==> config.mk <==
export PLATFORM = sky130hd
export DESIGN_NAME = power_headroom_report_trigger_flat
export DESIGN_NICKNAME = d
export VERILOG_FILES = /design/src/rtl/phr_trig_pkg.sv /design/src/rtl/phr_trig_if.sv /design/src/rtl/power_headroom_report_trigger.sv /design/src/flat_wrapper.sv
export SDC_FILE = /design/constraint.sdc
export NUM_CORES = 1
export LEC_CHECK = 0
export BUFFER_PORTS_ARGS = -buffer_cell sky130_fd_sc_hd__buf_2
export CAP_MARGIN = 20
export CORE_MARGIN = 1.5
export CORE_UTILIZATION = 40
export CTS_CLUSTER_DIAMETER = 60
export DETAILED_ROUTE_END_ITERATION = 6
export PLACE_DENSITY = 0.61
export SLEW_MARGIN = 30
export SYNTH_ARGS = -nofsm -noshare
export SYNTH_HDL_FRONTEND = slang
export SYNTH_SLANG_ARGS = --single-unit
==> constraint.sdc <==
create_clock -name clk -period 4.6 [get_ports clk]
set_clock_uncertainty 0.15 [all_clocks]
set_input_delay 0.92 -clock clk [delete_from_list [all_inputs] [get_ports clk]]
set_output_delay 0.92 -clock clk [all_outputs]
set_load 0.03 [all_outputs]
==> src/rtl/phr_trig_pkg.sv <==
// ----------------------------------------------------------------------------
// Power headroom report trigger package
// Shared widths, operation codes and configuration register indexes.
// ----------------------------------------------------------------------------
package phr_trig_pkg;

	localparam int unsigned TIMER_BITS_DEFAULT = 10;

	localparam int unsigned OP_W       = 3;
	localparam int unsigned PATHLOSS_W = 8;
	localparam int unsigned HEADROOM_W = 7;
	localparam int unsigned LENGTH_W   = 10;
	localparam int unsigned DELTA_W    = 8;
	localparam int unsigned CFG_IDX_W  = 3;
	localparam int unsigned CFG_DATA_W = 10;

	// Operation codes carried by a request. Codes 5 to 7 have no meaning.
	typedef enum logic [OP_W-1:0] {
		OP_TICK           = 3'd0,
		OP_PATHLOSS_CHECK = 3'd1,
		OP_UL_GRANT       = 3'd2,
		OP_START_PERIODIC = 3'd3,
		OP_APPLY_CONFIG   = 3'd4
	} op_t;

	// Configuration register indexes.
	typedef enum logic [CFG_IDX_W-1:0] {
		CFG_ENABLE          = 3'd0,
		CFG_PERIODIC_LENGTH = 3'd1,
		CFG_PROHIBIT_LENGTH = 3'd2,
		CFG_PATHLOSS_DELTA  = 3'd3,
		CFG_EXTENDED_FORMAT = 3'd4
	} cfg_idx_t;

endpackage

==> src/rtl/phr_trig_if.sv <==
// ----------------------------------------------------------------------------
// Power headroom report trigger channels
// Valid/ready channels for the incoming events and the outgoing results.
// ----------------------------------------------------------------------------
interface phr_trig_in_if;
	logic                                  valid;
	logic                                  ready;
	logic [phr_trig_pkg::OP_W-1:0]         operation;
	logic [phr_trig_pkg::PATHLOSS_W-1:0]   pathloss_db;
	logic signed [phr_trig_pkg::HEADROOM_W-1:0] headroom_db;

	modport source (output valid, output operation, output pathloss_db,
		output headroom_db, input ready);
	modport sink (input valid, input operation, input pathloss_db,
		input headroom_db, output ready);
endinterface

interface phr_trig_out_if;
	logic                                  valid;
	logic                                  ready;
	logic                                  report_sent;
	logic signed [phr_trig_pkg::HEADROOM_W-1:0] report_value;
	logic                                  trigger_pending;
	logic                                  extended_out;

	modport source (output valid, output report_sent, output report_value,
		output trigger_pending, output extended_out, input ready);
	modport sink (input valid, input report_sent, input report_value,
		input trigger_pending, input extended_out, output ready);
endinterface

==> src/rtl/power_headroom_report_trigger.sv <==
// ----------------------------------------------------------------------------
// Power headroom report trigger
// Tracks the periodic and prohibit timers and the pathloss reference and
// decides when an uplink grant carries a power headroom report.
// ----------------------------------------------------------------------------
// Usage:
// Requests arrive on the cmd channel (valid/ready), each holding an operation
// (tick, pathloss check, uplink grant, start periodic, apply config), the
// measured pathloss and the current headroom. Every request produces exactly
// one result on the rpt channel: whether a report was sent, its value, the
// pending-trigger flag after the request and the selected report format.
// A request is accepted at a rising edge with cmd.valid and cmd.ready high.
// The state update and the result are computed in the cycle of acceptance and
// the result is shown from the result register in the next cycle. The block
// takes one request every cycle while the receiver does not stall. The single
// result register decides the rate: cmd.ready is high whenever that register
// is empty or its result is being taken in the same cycle.
// When the receiver stalls, the result register holds its result and cmd.ready
// drops until the result is taken; no request is lost or repeated.
// Configuration registers are written through cfg_we/cfg_index/cfg_data by
// the user only while no request is in flight; the block does not enforce it.
// Reset clears configuration, timers, state flags and the result valid bit.
// ----------------------------------------------------------------------------
module power_headroom_report_trigger #(
	parameter int unsigned TIMER_BITS = phr_trig_pkg::TIMER_BITS_DEFAULT
) (
	input  logic                                 clk,
	input  logic                                 arst_n,
	input  logic                                 cfg_we,
	input  logic [phr_trig_pkg::CFG_IDX_W-1:0]   cfg_index,
	input  logic [phr_trig_pkg::CFG_DATA_W-1:0]  cfg_data,
	phr_trig_in_if.sink                          cmd,
	phr_trig_out_if.source                       rpt
);

	// Configuration registers.
	logic                                   enable_q;
	logic [phr_trig_pkg::LENGTH_W-1:0]      periodic_length_q;
	logic [phr_trig_pkg::LENGTH_W-1:0]      prohibit_length_q;
	logic [phr_trig_pkg::DELTA_W-1:0]       pathloss_delta_q;
	logic                                   extended_format_q;

	// Trigger state.
	logic                                   pending_q;
	logic [phr_trig_pkg::PATHLOSS_W-1:0]    last_pathloss_q;
	logic [TIMER_BITS-1:0]                  periodic_count_q;
	logic                                   periodic_running_q;
	logic [TIMER_BITS-1:0]                  prohibit_count_q;
	logic                                   prohibit_running_q;
	logic                                   prohibit_expired_q;

	// Result register.
	logic                                   rpt_valid_q;
	logic                                   report_sent_q;
	logic signed [phr_trig_pkg::HEADROOM_W-1:0] report_value_q;
	logic                                   trigger_pending_q;
	logic                                   extended_out_q;

	// Next-state values.
	logic                                   pending_d;
	logic [phr_trig_pkg::PATHLOSS_W-1:0]    last_pathloss_d;
	logic [TIMER_BITS-1:0]                  periodic_count_d;
	logic                                   periodic_running_d;
	logic [TIMER_BITS-1:0]                  prohibit_count_d;
	logic                                   prohibit_running_d;
	logic                                   prohibit_expired_d;
	logic                                   sent_d;
	logic signed [phr_trig_pkg::HEADROOM_W-1:0] value_d;

	logic                                   accept;
	logic [TIMER_BITS-1:0]                  periodic_len;
	logic [TIMER_BITS-1:0]                  prohibit_len;
	logic [TIMER_BITS-1:0]                  periodic_dec;
	logic [TIMER_BITS-1:0]                  prohibit_dec;
	logic [phr_trig_pkg::PATHLOSS_W-1:0]    pathloss_diff;
	logic                                   pathloss_moved;

	// A new request can enter whenever the result register is free or drains now.
	assign cmd.ready = !rpt_valid_q || rpt.ready;
	assign accept    = cmd.valid && cmd.ready;

	// Timer lengths are taken modulo the counter width.
	assign periodic_len = TIMER_BITS'(periodic_length_q);
	assign prohibit_len = TIMER_BITS'(prohibit_length_q);
	assign periodic_dec = periodic_count_q - TIMER_BITS'(1);
	assign prohibit_dec = prohibit_count_q - TIMER_BITS'(1);

	// The pathloss test needs reporting enabled, a nonzero threshold and a change
	// strictly larger than that threshold.
	assign pathloss_diff = (cmd.pathloss_db >= last_pathloss_q) ?
		(cmd.pathloss_db - last_pathloss_q) : (last_pathloss_q - cmd.pathloss_db);
	assign pathloss_moved = enable_q && (pathloss_delta_q != '0) &&
		(pathloss_diff > pathloss_delta_q);

	always_comb begin
		pending_d          = pending_q;
		last_pathloss_d    = last_pathloss_q;
		periodic_count_d   = periodic_count_q;
		periodic_running_d = periodic_running_q;
		prohibit_count_d   = prohibit_count_q;
		prohibit_running_d = prohibit_running_q;
		prohibit_expired_d = prohibit_expired_q;
		sent_d             = 1'b0;
		value_d            = '0;

		unique case (phr_trig_pkg::op_t'(cmd.operation))
			phr_trig_pkg::OP_TICK: begin
				// Periodic timer first: on expiry, if enabled, it raises the trigger and restarts when its length is nonzero.
				if (periodic_running_q) begin
					periodic_count_d = periodic_dec;
					if (periodic_dec == '0) begin
						periodic_running_d = 1'b0;
						if (enable_q) begin
							pending_d = 1'b1;
							if (periodic_len != '0) begin
								periodic_count_d   = periodic_len;
								periodic_running_d = 1'b1;
							end
						end
					end
				end
				// Prohibit expiry triggers only when the pathloss moved far enough.
				if (prohibit_running_q) begin
					prohibit_count_d = prohibit_dec;
					if (prohibit_dec == '0) begin
						prohibit_running_d = 1'b0;
						prohibit_expired_d = 1'b1;
						if (pathloss_moved) begin
							last_pathloss_d = cmd.pathloss_db;
							pending_d       = 1'b1;
						end
					end
				end
			end
			phr_trig_pkg::OP_PATHLOSS_CHECK: begin
				// The reference follows a large move even while prohibit still runs.
				if (pathloss_moved) begin
					last_pathloss_d = cmd.pathloss_db;
					if (prohibit_expired_q) begin
						pending_d = 1'b1;
					end
				end
			end
			phr_trig_pkg::OP_UL_GRANT: begin
				if (pending_q) begin
					sent_d    = 1'b1;
					value_d   = cmd.headroom_db;
					pending_d = 1'b0;
					if (periodic_len != '0) begin
						periodic_count_d   = periodic_len;
						periodic_running_d = 1'b1;
					end
					if (prohibit_len != '0) begin
						prohibit_count_d   = prohibit_len;
						prohibit_running_d = 1'b1;
						prohibit_expired_d = 1'b0;
					end
				end
			end
			phr_trig_pkg::OP_START_PERIODIC: begin
				if (enable_q && (periodic_len != '0)) begin
					periodic_count_d   = periodic_len;
					periodic_running_d = 1'b1;
				end
			end
			phr_trig_pkg::OP_APPLY_CONFIG: begin
				periodic_count_d   = '0;
				periodic_running_d = 1'b0;
				prohibit_count_d   = '0;
				prohibit_running_d = 1'b0;
				prohibit_expired_d = 1'b0;
				if (enable_q) begin
					if (periodic_len != '0) begin
						periodic_count_d   = periodic_len;
						periodic_running_d = 1'b1;
						pending_d          = 1'b1;
					end
					if (prohibit_len != '0) begin
						prohibit_count_d   = prohibit_len;
						prohibit_running_d = 1'b1;
						pending_d          = 1'b1;
					end
				end
			end
			default: begin
				// Unused codes leave the state alone and report it.
			end
		endcase
	end

	// Configuration writes.
	always_ff @(posedge clk or negedge arst_n) begin
		if (!arst_n) begin
			enable_q          <= 1'b0;
			periodic_length_q <= '0;
			prohibit_length_q <= '0;
			pathloss_delta_q  <= '0;
			extended_format_q <= 1'b0;
		end else if (cfg_we) begin
			unique case (phr_trig_pkg::cfg_idx_t'(cfg_index))
				phr_trig_pkg::CFG_ENABLE:          enable_q <= cfg_data[0];
				phr_trig_pkg::CFG_PERIODIC_LENGTH:
					periodic_length_q <= cfg_data[phr_trig_pkg::LENGTH_W-1:0];
				phr_trig_pkg::CFG_PROHIBIT_LENGTH:
					prohibit_length_q <= cfg_data[phr_trig_pkg::LENGTH_W-1:0];
				phr_trig_pkg::CFG_PATHLOSS_DELTA:
					pathloss_delta_q <= cfg_data[phr_trig_pkg::DELTA_W-1:0];
				phr_trig_pkg::CFG_EXTENDED_FORMAT: extended_format_q <= cfg_data[0];
				default: begin
				end
			endcase
		end
	end

	// Trigger state advances on every accepted request.
	always_ff @(posedge clk or negedge arst_n) begin
		if (!arst_n) begin
			pending_q          <= 1'b0;
			last_pathloss_q    <= '0;
			periodic_count_q   <= '0;
			periodic_running_q <= 1'b0;
			prohibit_count_q   <= '0;
			prohibit_running_q <= 1'b0;
			prohibit_expired_q <= 1'b0;
		end else if (accept) begin
			pending_q          <= pending_d;
			last_pathloss_q    <= last_pathloss_d;
			periodic_count_q   <= periodic_count_d;
			periodic_running_q <= periodic_running_d;
			prohibit_count_q   <= prohibit_count_d;
			prohibit_running_q <= prohibit_running_d;
			prohibit_expired_q <= prohibit_expired_d;
		end
	end

	// Result register: valid is control state, the payload loads on acceptance.
	always_ff @(posedge clk or negedge arst_n) begin
		if (!arst_n) begin
			rpt_valid_q <= 1'b0;
		end else if (accept) begin
			rpt_valid_q <= 1'b1;
		end else if (rpt.ready) begin
			rpt_valid_q <= 1'b0;
		end
	end

	always_ff @(posedge clk) begin
		if (accept) begin
			report_sent_q     <= sent_d;
			report_value_q    <= value_d;
			trigger_pending_q <= pending_d;
			extended_out_q    <= extended_format_q;
		end
	end

	assign rpt.valid           = rpt_valid_q;
	assign rpt.report_sent     = report_sent_q;
	assign rpt.report_value    = report_value_q;
	assign rpt.trigger_pending = trigger_pending_q;
	assign rpt.extended_out    = extended_out_q;

endmodule
==> src/flat_wrapper.sv <==
// flat-port wrapper written by rule: the top's interface ports become plain ports
module power_headroom_report_trigger_flat 
#(
	parameter int unsigned TIMER_BITS = phr_trig_pkg::TIMER_BITS_DEFAULT
)
  (clk, arst_n, cfg_we, cfg_index, cfg_data, cmd_valid, cmd_operation, cmd_pathloss_db, cmd_headroom_db, cmd_ready, rpt_valid, rpt_report_sent, rpt_report_value, rpt_trigger_pending, rpt_extended_out, rpt_ready);
  phr_trig_in_if cmd_i ();
  phr_trig_out_if rpt_i ();
  input  logic clk;
  input  logic arst_n;
  input  logic cfg_we;
  input  logic [phr_trig_pkg::CFG_IDX_W-1:0] cfg_index;
  input  logic [phr_trig_pkg::CFG_DATA_W-1:0] cfg_data;
  input wire logic [$bits(cmd_i.valid)-1:0] cmd_valid;
  input wire logic [$bits(cmd_i.operation)-1:0] cmd_operation;
  input wire logic [$bits(cmd_i.pathloss_db)-1:0] cmd_pathloss_db;
  input wire logic [$bits(cmd_i.headroom_db)-1:0] cmd_headroom_db;
  output wire logic [$bits(cmd_i.ready)-1:0] cmd_ready;
  output wire logic [$bits(rpt_i.valid)-1:0] rpt_valid;
  output wire logic [$bits(rpt_i.report_sent)-1:0] rpt_report_sent;
  output wire logic [$bits(rpt_i.report_value)-1:0] rpt_report_value;
  output wire logic [$bits(rpt_i.trigger_pending)-1:0] rpt_trigger_pending;
  output wire logic [$bits(rpt_i.extended_out)-1:0] rpt_extended_out;
  input wire logic [$bits(rpt_i.ready)-1:0] rpt_ready;
  assign cmd_i.valid = cmd_valid;
  assign cmd_i.operation = cmd_operation;
  assign cmd_i.pathloss_db = cmd_pathloss_db;
  assign cmd_i.headroom_db = cmd_headroom_db;
  assign cmd_ready = cmd_i.ready;
  assign rpt_valid = rpt_i.valid;
  assign rpt_report_sent = rpt_i.report_sent;
  assign rpt_report_value = rpt_i.report_value;
  assign rpt_trigger_pending = rpt_i.trigger_pending;
  assign rpt_extended_out = rpt_i.extended_out;
  assign rpt_i.ready = rpt_ready;
  power_headroom_report_trigger #(.TIMER_BITS(TIMER_BITS)) u_core (.clk(clk), .arst_n(arst_n), .cfg_we(cfg_we), .cfg_index(cfg_index), .cfg_data(cfg_data), .cmd(cmd_i), .rpt(rpt_i));
endmodule
Word-level counts from Yosys, hierarchy flattened
Cells that the tools add are included.
{"block": "word_totals", "reg_bits": 73, "inputBits": 36, "out_inout_bits": 12, "elab_cells": 123}
{"block": "classes", "addsub": 4, "order_cmp": 2, "n_eq_ne": 15, "muxes": 56, "reduce_logical": 29}
{"operator": "two-way mux 10 bit", "count": 14}
{"operator": "one-hot mux 10 bit (4 select lines)", "count": 1}
{"operator": "two-way mux 8 bit", "count": 4}
{"operator": "two-way mux 1 bit", "count": 31}
{"operator": "one-hot mux 10 bit (3 select lines)", "count": 1}
{"operator": "zero test 10 bit", "count": 2}
{"operator": "nonzero test 10 bit", "count": 2}
{"operator": "subtractor 10 x 1 -> 10 bit, second input constant", "count": 2}
{"operator": "one-hot mux 8 bit (2 select lines)", "count": 1}
{"operator": "subtractor 8 bit", "count": 2}
{"operator": "inequality test 2 x 1 -> 1 bit, second input constant", "count": 7}
{"operator": "== test 3 x 2 -> 1 bit, second input constant", "count": 4}
{"operator": "AND reduction 2 bit", "count": 6}
{"operator": "AND reduction 6 bit", "count": 2}
{"operator": "AND reduction 5 bit", "count": 2}
{"operator": "greater-or-equal comparator 8 bit", "count": 1}
{"operator": "greater-than comparator 8 bit", "count": 1}
{"operator": "one-hot mux 1 bit (4 select lines)", "count": 2}
{"operator": "AND reduction 4 bit", "count": 2}
{"operator": "nonzero test 8 bit", "count": 1}
{"operator": "== test 3 x 1 -> 1 bit, second input constant", "count": 2}
{"operator": "== test 3 bit, second input constant", "count": 2}
{"operator": "zero test 3 bit", "count": 2}
{"operator": "one-hot mux 1 bit (3 select lines)", "count": 2}
{"operator": "other kinds (6)", "count": 10}

Logic depth before layout (Yosys ltp)
{"block": "depth", "word_depth": 8, "mapped_depth": 19, "mapped_depth_nobuf": 18}

Least setup slack after synthesis
Ideal clock, no wire load.
{"block": "synth_timing", "path_kind": "input to register", "from": "input cmd_pathloss_db[0]", "to": "register u_core.last_pathloss_q[7] (netlist name)", "setup_ns": 0.125, "arrival_time_ns": 4.358, "required_ns": 4.325, "slack_ns": -0.032, "path_stages": 19, "path_buffers": 1, "cell_sequence": "inv_1 -> ha_1 -> inv_1 -> fa_1 -> a21oi_1 -> o21bai_1 -> o21ai_1 -> a221oi_1 -> o311ai_0 -> a21boi_0 -> xnor2_1 -> ha_1 -> and3_1 -> o21ai_0 -> o21ai_0 -> and4_1 -> clkbuf_1 -> o2111ai_2 -> mux2_2"}
{"block": "synth_via", "elab_chain_len": 8, "elab_cells_between_ends": 10, "classes_between": "add/sub (2); order compare (2); mux (5); reduce/logical (1)"}
{"item": "start, declared", "line_no": "flat_wrapper.sv:16", "rtl": "input wire logic [$bits(cmd_i.pathloss_db)-1:0] cmd_pathloss_db;"}
{"item": "subtractor 8 bit or greater-or-equal comparator 8 bit (tied branches)", "line_no": "power_headroom_report_trigger.sv:91, power_headroom_report_trigger.sv:90"}
{"item": "two-way mux 8 bit *", "line_no": "power_headroom_report_trigger.sv:90", "rtl": "assign pathloss_diff = (cmd.pathloss_db >= last_pathloss_q) ?"}
{"item": "greater-than comparator 8 bit *", "line_no": "power_headroom_report_trigger.sv:93", "rtl": "(pathloss_diff > pathloss_delta_q);"}
{"item": "logical AND 1 bit *", "line_no": "power_headroom_report_trigger.sv:92", "rtl": "assign pathloss_moved = enable_q && (pathloss_delta_q != '0) &&"}
{"item": "two-way mux 8 bit *"}
{"item": "two-way mux 8 bit (2 in series)"}
{"item": "one-hot mux 8 bit (2 select lines) *"}
{"item": "end signal, assigned", "line_no": "power_headroom_report_trigger.sv:227", "rtl": "last_pathloss_q <= last_pathloss_d;"}
{"item": "end, declared", "line_no": "power_headroom_report_trigger.sv:45", "rtl": "logic [phr_trig_pkg::PATHLOSS_W-1:0] last_pathloss_q;"}
Mark *: on every way between the ends. The rest lies on a longest branch, timed or not. The select of a mux whose other input is x is not followed.
A chain may end at the register's enable or synchronous reset.

Worst setup path in the final report
Same ends and word-level chain as after synthesis.

==> results.sh <==
export IMPL_status="finished clean"
export IMPL_preCtsSetupSlack_ns=-0.169
export IMPL_power_mw=2.95
export IMPL_synthesis_nets=545
export IMPL_power_density_nw_per_um2=543
export IMPL_min_period_ns=4.34
export IMPL_grt_pass1_vias=3632
export IMPL_slew_viol_final=0
export IMPL_ios=48
export IMPL_num_vias=3750
export IMPL_max_slew_margin_pct=37.8
export IMPL_cp_arrival_ns=4.41
export IMPL_nNetsFinal=612
export IMPL_vias_per_cell=5.43
export IMPL_postSynthAreaPerCell_um2=9.52
export IMPL_yosys_most_used_dff="dfrtp_1"
export IMPL_ys_warn_count=0
export IMPL_final_core_util_pct=49.5
export IMPL_ys_types=65
export IMPL_cts_buffers=9
export IMPL_area_growth_pct=19.0
export IMPL_crit_path_end_kind="flip-flop"
export IMPL_p_leak_nw=2.52
export IMPL_die_area_um2=12100
export IMPL_antenna_cells=0
export IMPL_io_buffers=47
export IMPL_fin_ws_ns=0.255
export IMPL_seq_area_frac_synth_pct=41.1
export IMPL_die_x_um=110
export IMPL_crit_fanout=8
export IMPL_slowest_stage="fa_1"
export IMPL_ctsHoldBuffers=0
export IMPL_drtPass1Iterations=4
export IMPL_path_cells="buf_2 > inv_1 > ha_1 > inv_1 > fa_1 > a21oi_1 > o21bai_1 > o21a_1 > nor3_1 > o22ai_2 > a221oi_2 > a21oi_1 > ha_1 > and3_1 > o21ai_0 > o21ai_0 > and4_1 > o2111ai_4 > mux2_2"
export IMPL_grtUsageTotal_pct=19.4
export IMPL_synthCells=480
export IMPL_crit_buf_inv=3
export IMPL_drv_cap=0
export IMPL_final_setup_viol_count=0
export IMPL_required_ns=4.66
export IMPL_synth_edf_count=10
export IMPL_clk_pin_slew_ns=0.06
export IMPL_clock_path_buffers=2
export IMPL_clock_sinks=73
export IMPL_num_rows=38
export IMPL_first_iter_violations=193
export IMPL_die_height_um=110
export IMPL_clkLatencyLatePin_ns=0.33
export IMPL_drc=0
export IMPL_crit_path_start_kind="input pin"
export IMPL_fin_crit_sh_pct=94.4
export IMPL_htreeDepth=3
export IMPL_finalHoldViolations=0
export IMPL_overflow=0
export IMPL_grt_pass1_wl_mm=18.2
export IMPL_crit_family="compound AO/OA/AOI/OAI gates"
export IMPL_ys_async_sr_fraction_pct=86.3
export IMPL_finalWirelength_mm=10.8
export IMPL_critPathMaxStageDelay_ns=0.39
export IMPL_drive_gt1_share_pct=24.3
export IMPL_hold_path_class="reg -> reg"
export IMPL_fmax_mhz=230
export IMPL_core_area_um2=11000
export IMPL_cts_tree="yes"
export IMPL_syn_area_um2=4570
export IMPL_clock_root_buffer="clkbuf_16"
export IMPL_criticalPathCategory="in -> reg"
export IMPL_worst_pin_slew_ns=0.933
export IMPL_wire_per_inst_um=15.6
export IMPL_ys_ff_latch=73
export IMPL_dp_hpwl_mm=8.20
export IMPL_whs_ns=0.311
export IMPL_ir_worst_vdd_mv=0.219
export IMPL_ant_nets=0
export IMPL_grt_antenna_before_repair=0
export IMPL_grt_max_degree=28
export IMPL_start_util_pct=41.6
export IMPL_place_congestion=0.897
metrics by stage:
step	instance area, µm²	std cells	TNS, ns
2_1_floorplan	4580	480	0
3_3_place_gp	5060	672	-0.0131
3_5_place_dp	5080	673	-0.631
4_1_cts	5380	688	0
5_1_grt	5440	691	-0.538
6_report	5440	691	0
cell families (layout without fill, tap and decap cells):
group | count (synthesis) | after routing | synth area share, %
simple gates | 141 | 141 | 15.8
compound gates | 135 | 135 | 18.6
flops | 73 | 73 | 41.1
buf+inv | 52 | 123 | 4.57
mux | 42 | 42 | 10.1
fa+ha+maj | 29 | 29 | 8.27
xor+xnor | 8 | 8 | 1.53
flip-flops by register name, indices dropped and copies added (netlist names):
name,cells
u_core.periodic_count_q,10
u_core.rpt.valid,1
u_core.last_pathloss_q,8
u_core.prohibit_len,10
u_core.pathloss_delta_q,8
u_core.enable_q,1
u_core.rpt.report_value,7
u_core.prohibit_expired_q,1
u_core.pending_q,1
u_core.rpt.report_sent,1
u_core.prohibit_count_q,10
u_core.periodic_running_q,1
u_core.prohibit_running_q,1
u_core.rpt.trigger_pending,1
u_core.extended_format_q,1
u_core.rpt.extended_out,1
u_core.periodic_len,10
power breakdown:
part	total (mW)	switching (mW)	internal, mW
clock	0.702	0.271	0.430
combinational	1.22	0.640	0.579
sequential	1.03	0.199	0.831
worst register-to-register path: stages (launching register included):
cell,delay (ns)
dfrtp_1,0.38
ha_1,0.18
inv_1,0.08
fa_1,0.20
a21oi_1,0.08
o21bai_1,0.26
o21ai_2,0.11
a221oi_2,0.39
o311ai_0,0.17
a21boi_0,0.26
xnor2_1,0.12
ha_1,0.28
and3_1,0.17
o21ai_0,0.08
o21ai_0,0.14
and4_1,0.27
o2111ai_4,0.24
mux2_2,0.34
cells in the final DEF (no fill, tap or decap), types with 9 or more instances in the layout:
cell       instances
a21o_1            12
a21oi_1           44
buf_2             47
buf_4             21
clkbuf_16          9
dfrtp_1           63
edfxtp_1          10
ha_1              27
inv_1             39
mux2_2            33
mux2i_1            9
nand2_1           32
nand3_1           10
nor2_1            37
nor3_1            12
o21ai_0           28
timing repair:
item | 4_1_cts | 5_1_grt
endpoints found under the setup margin | 0 | 10
setup buffers | 0 | 3
resized for setup | 0 | 6
Yosys cell counts (4+ instances only):
library cell | n | area share (%)
ha_1 | 27 | 7.4
o211ai_1 | 4 | 0.66
nor3b_1 | 4 | 0.66
mux2_2 | 33 | 8.1
a21o_1 | 12 | 2.0
dfrtp_1 | 63 | 35
nor2_1 | 38 | 3.1
buf_2 | 4 | 0.44
and2_1 | 7 | 0.96
a21oi_1 | 44 | 4.8
or3_1 | 5 | 0.68
edfxtp_1 | 10 | 6.6
o21ai_1 | 6 | 0.66
nor4_1 | 7 | 0.96
nor2b_1 | 4 | 0.55
xnor2_1 | 7 | 1.3
a22oi_1 | 4 | 0.66
o21ai_0 | 28 | 3.1
a31oi_1 | 5 | 0.68
mux2i_1 | 9 | 2.0
nand3_1 | 10 | 1.1
inv_1 | 39 | 3.2
nand2b_1 | 6 | 0.82
nor3_1 | 12 | 1.3
nand2_1 | 32 | 2.6
clkbuf_1 | 6 | 0.49
cell type report:
| class | instances | area, µm² |
|---|---|---|
| Clock buffer | 10 | 239 |
| Clock inverter | 5 | 56.3 |
| Fill cell | 1031 | 5550 |
| Inverter | 39 | 146 |
| Multi-Input combinational cell | 355 | 2530 |
| Sequential cell | 73 | 1880 |
| Tap cell | 140 | 175 |
| Timing Repair Buffer | 69 | 413 |
path summary, 6_finish.rpt:
kind                                                start                        end  slack, ns  cells after the start
worst min-delay path             u_core.extended_format_q    u_core.rpt.extended_out       0.31                      0
worst max register to register  u_core.last_pathloss_q[0]  u_core.last_pathloss_q[7]       0.61                     17
worst min register to register   u_core.extended_format_q    u_core.rpt.extended_out       0.31                      0
max in group asynchronous                          arst_n     u_core.prohibit_len[4]       3.08                      3
worst max-delay path                   cmd_pathloss_db[0]  u_core.last_pathloss_q[7]       0.26                     19
min in group asynchronous                          arst_n  u_core.last_pathloss_q[4]       0.36                      1
routing by layer:
metal | vias up | global-route usage [%] | routed length, µm
met2 | 77 | 29.7 | 4950
met1 | 1789 | 27.8 | 5260
li1 | 1874 | - | -
met5 | - | 0 | 0
met3 | 10 | 3.68 | 432
met4 | 0 | 5.84 | 157
(Power assumes the default switching activity.)
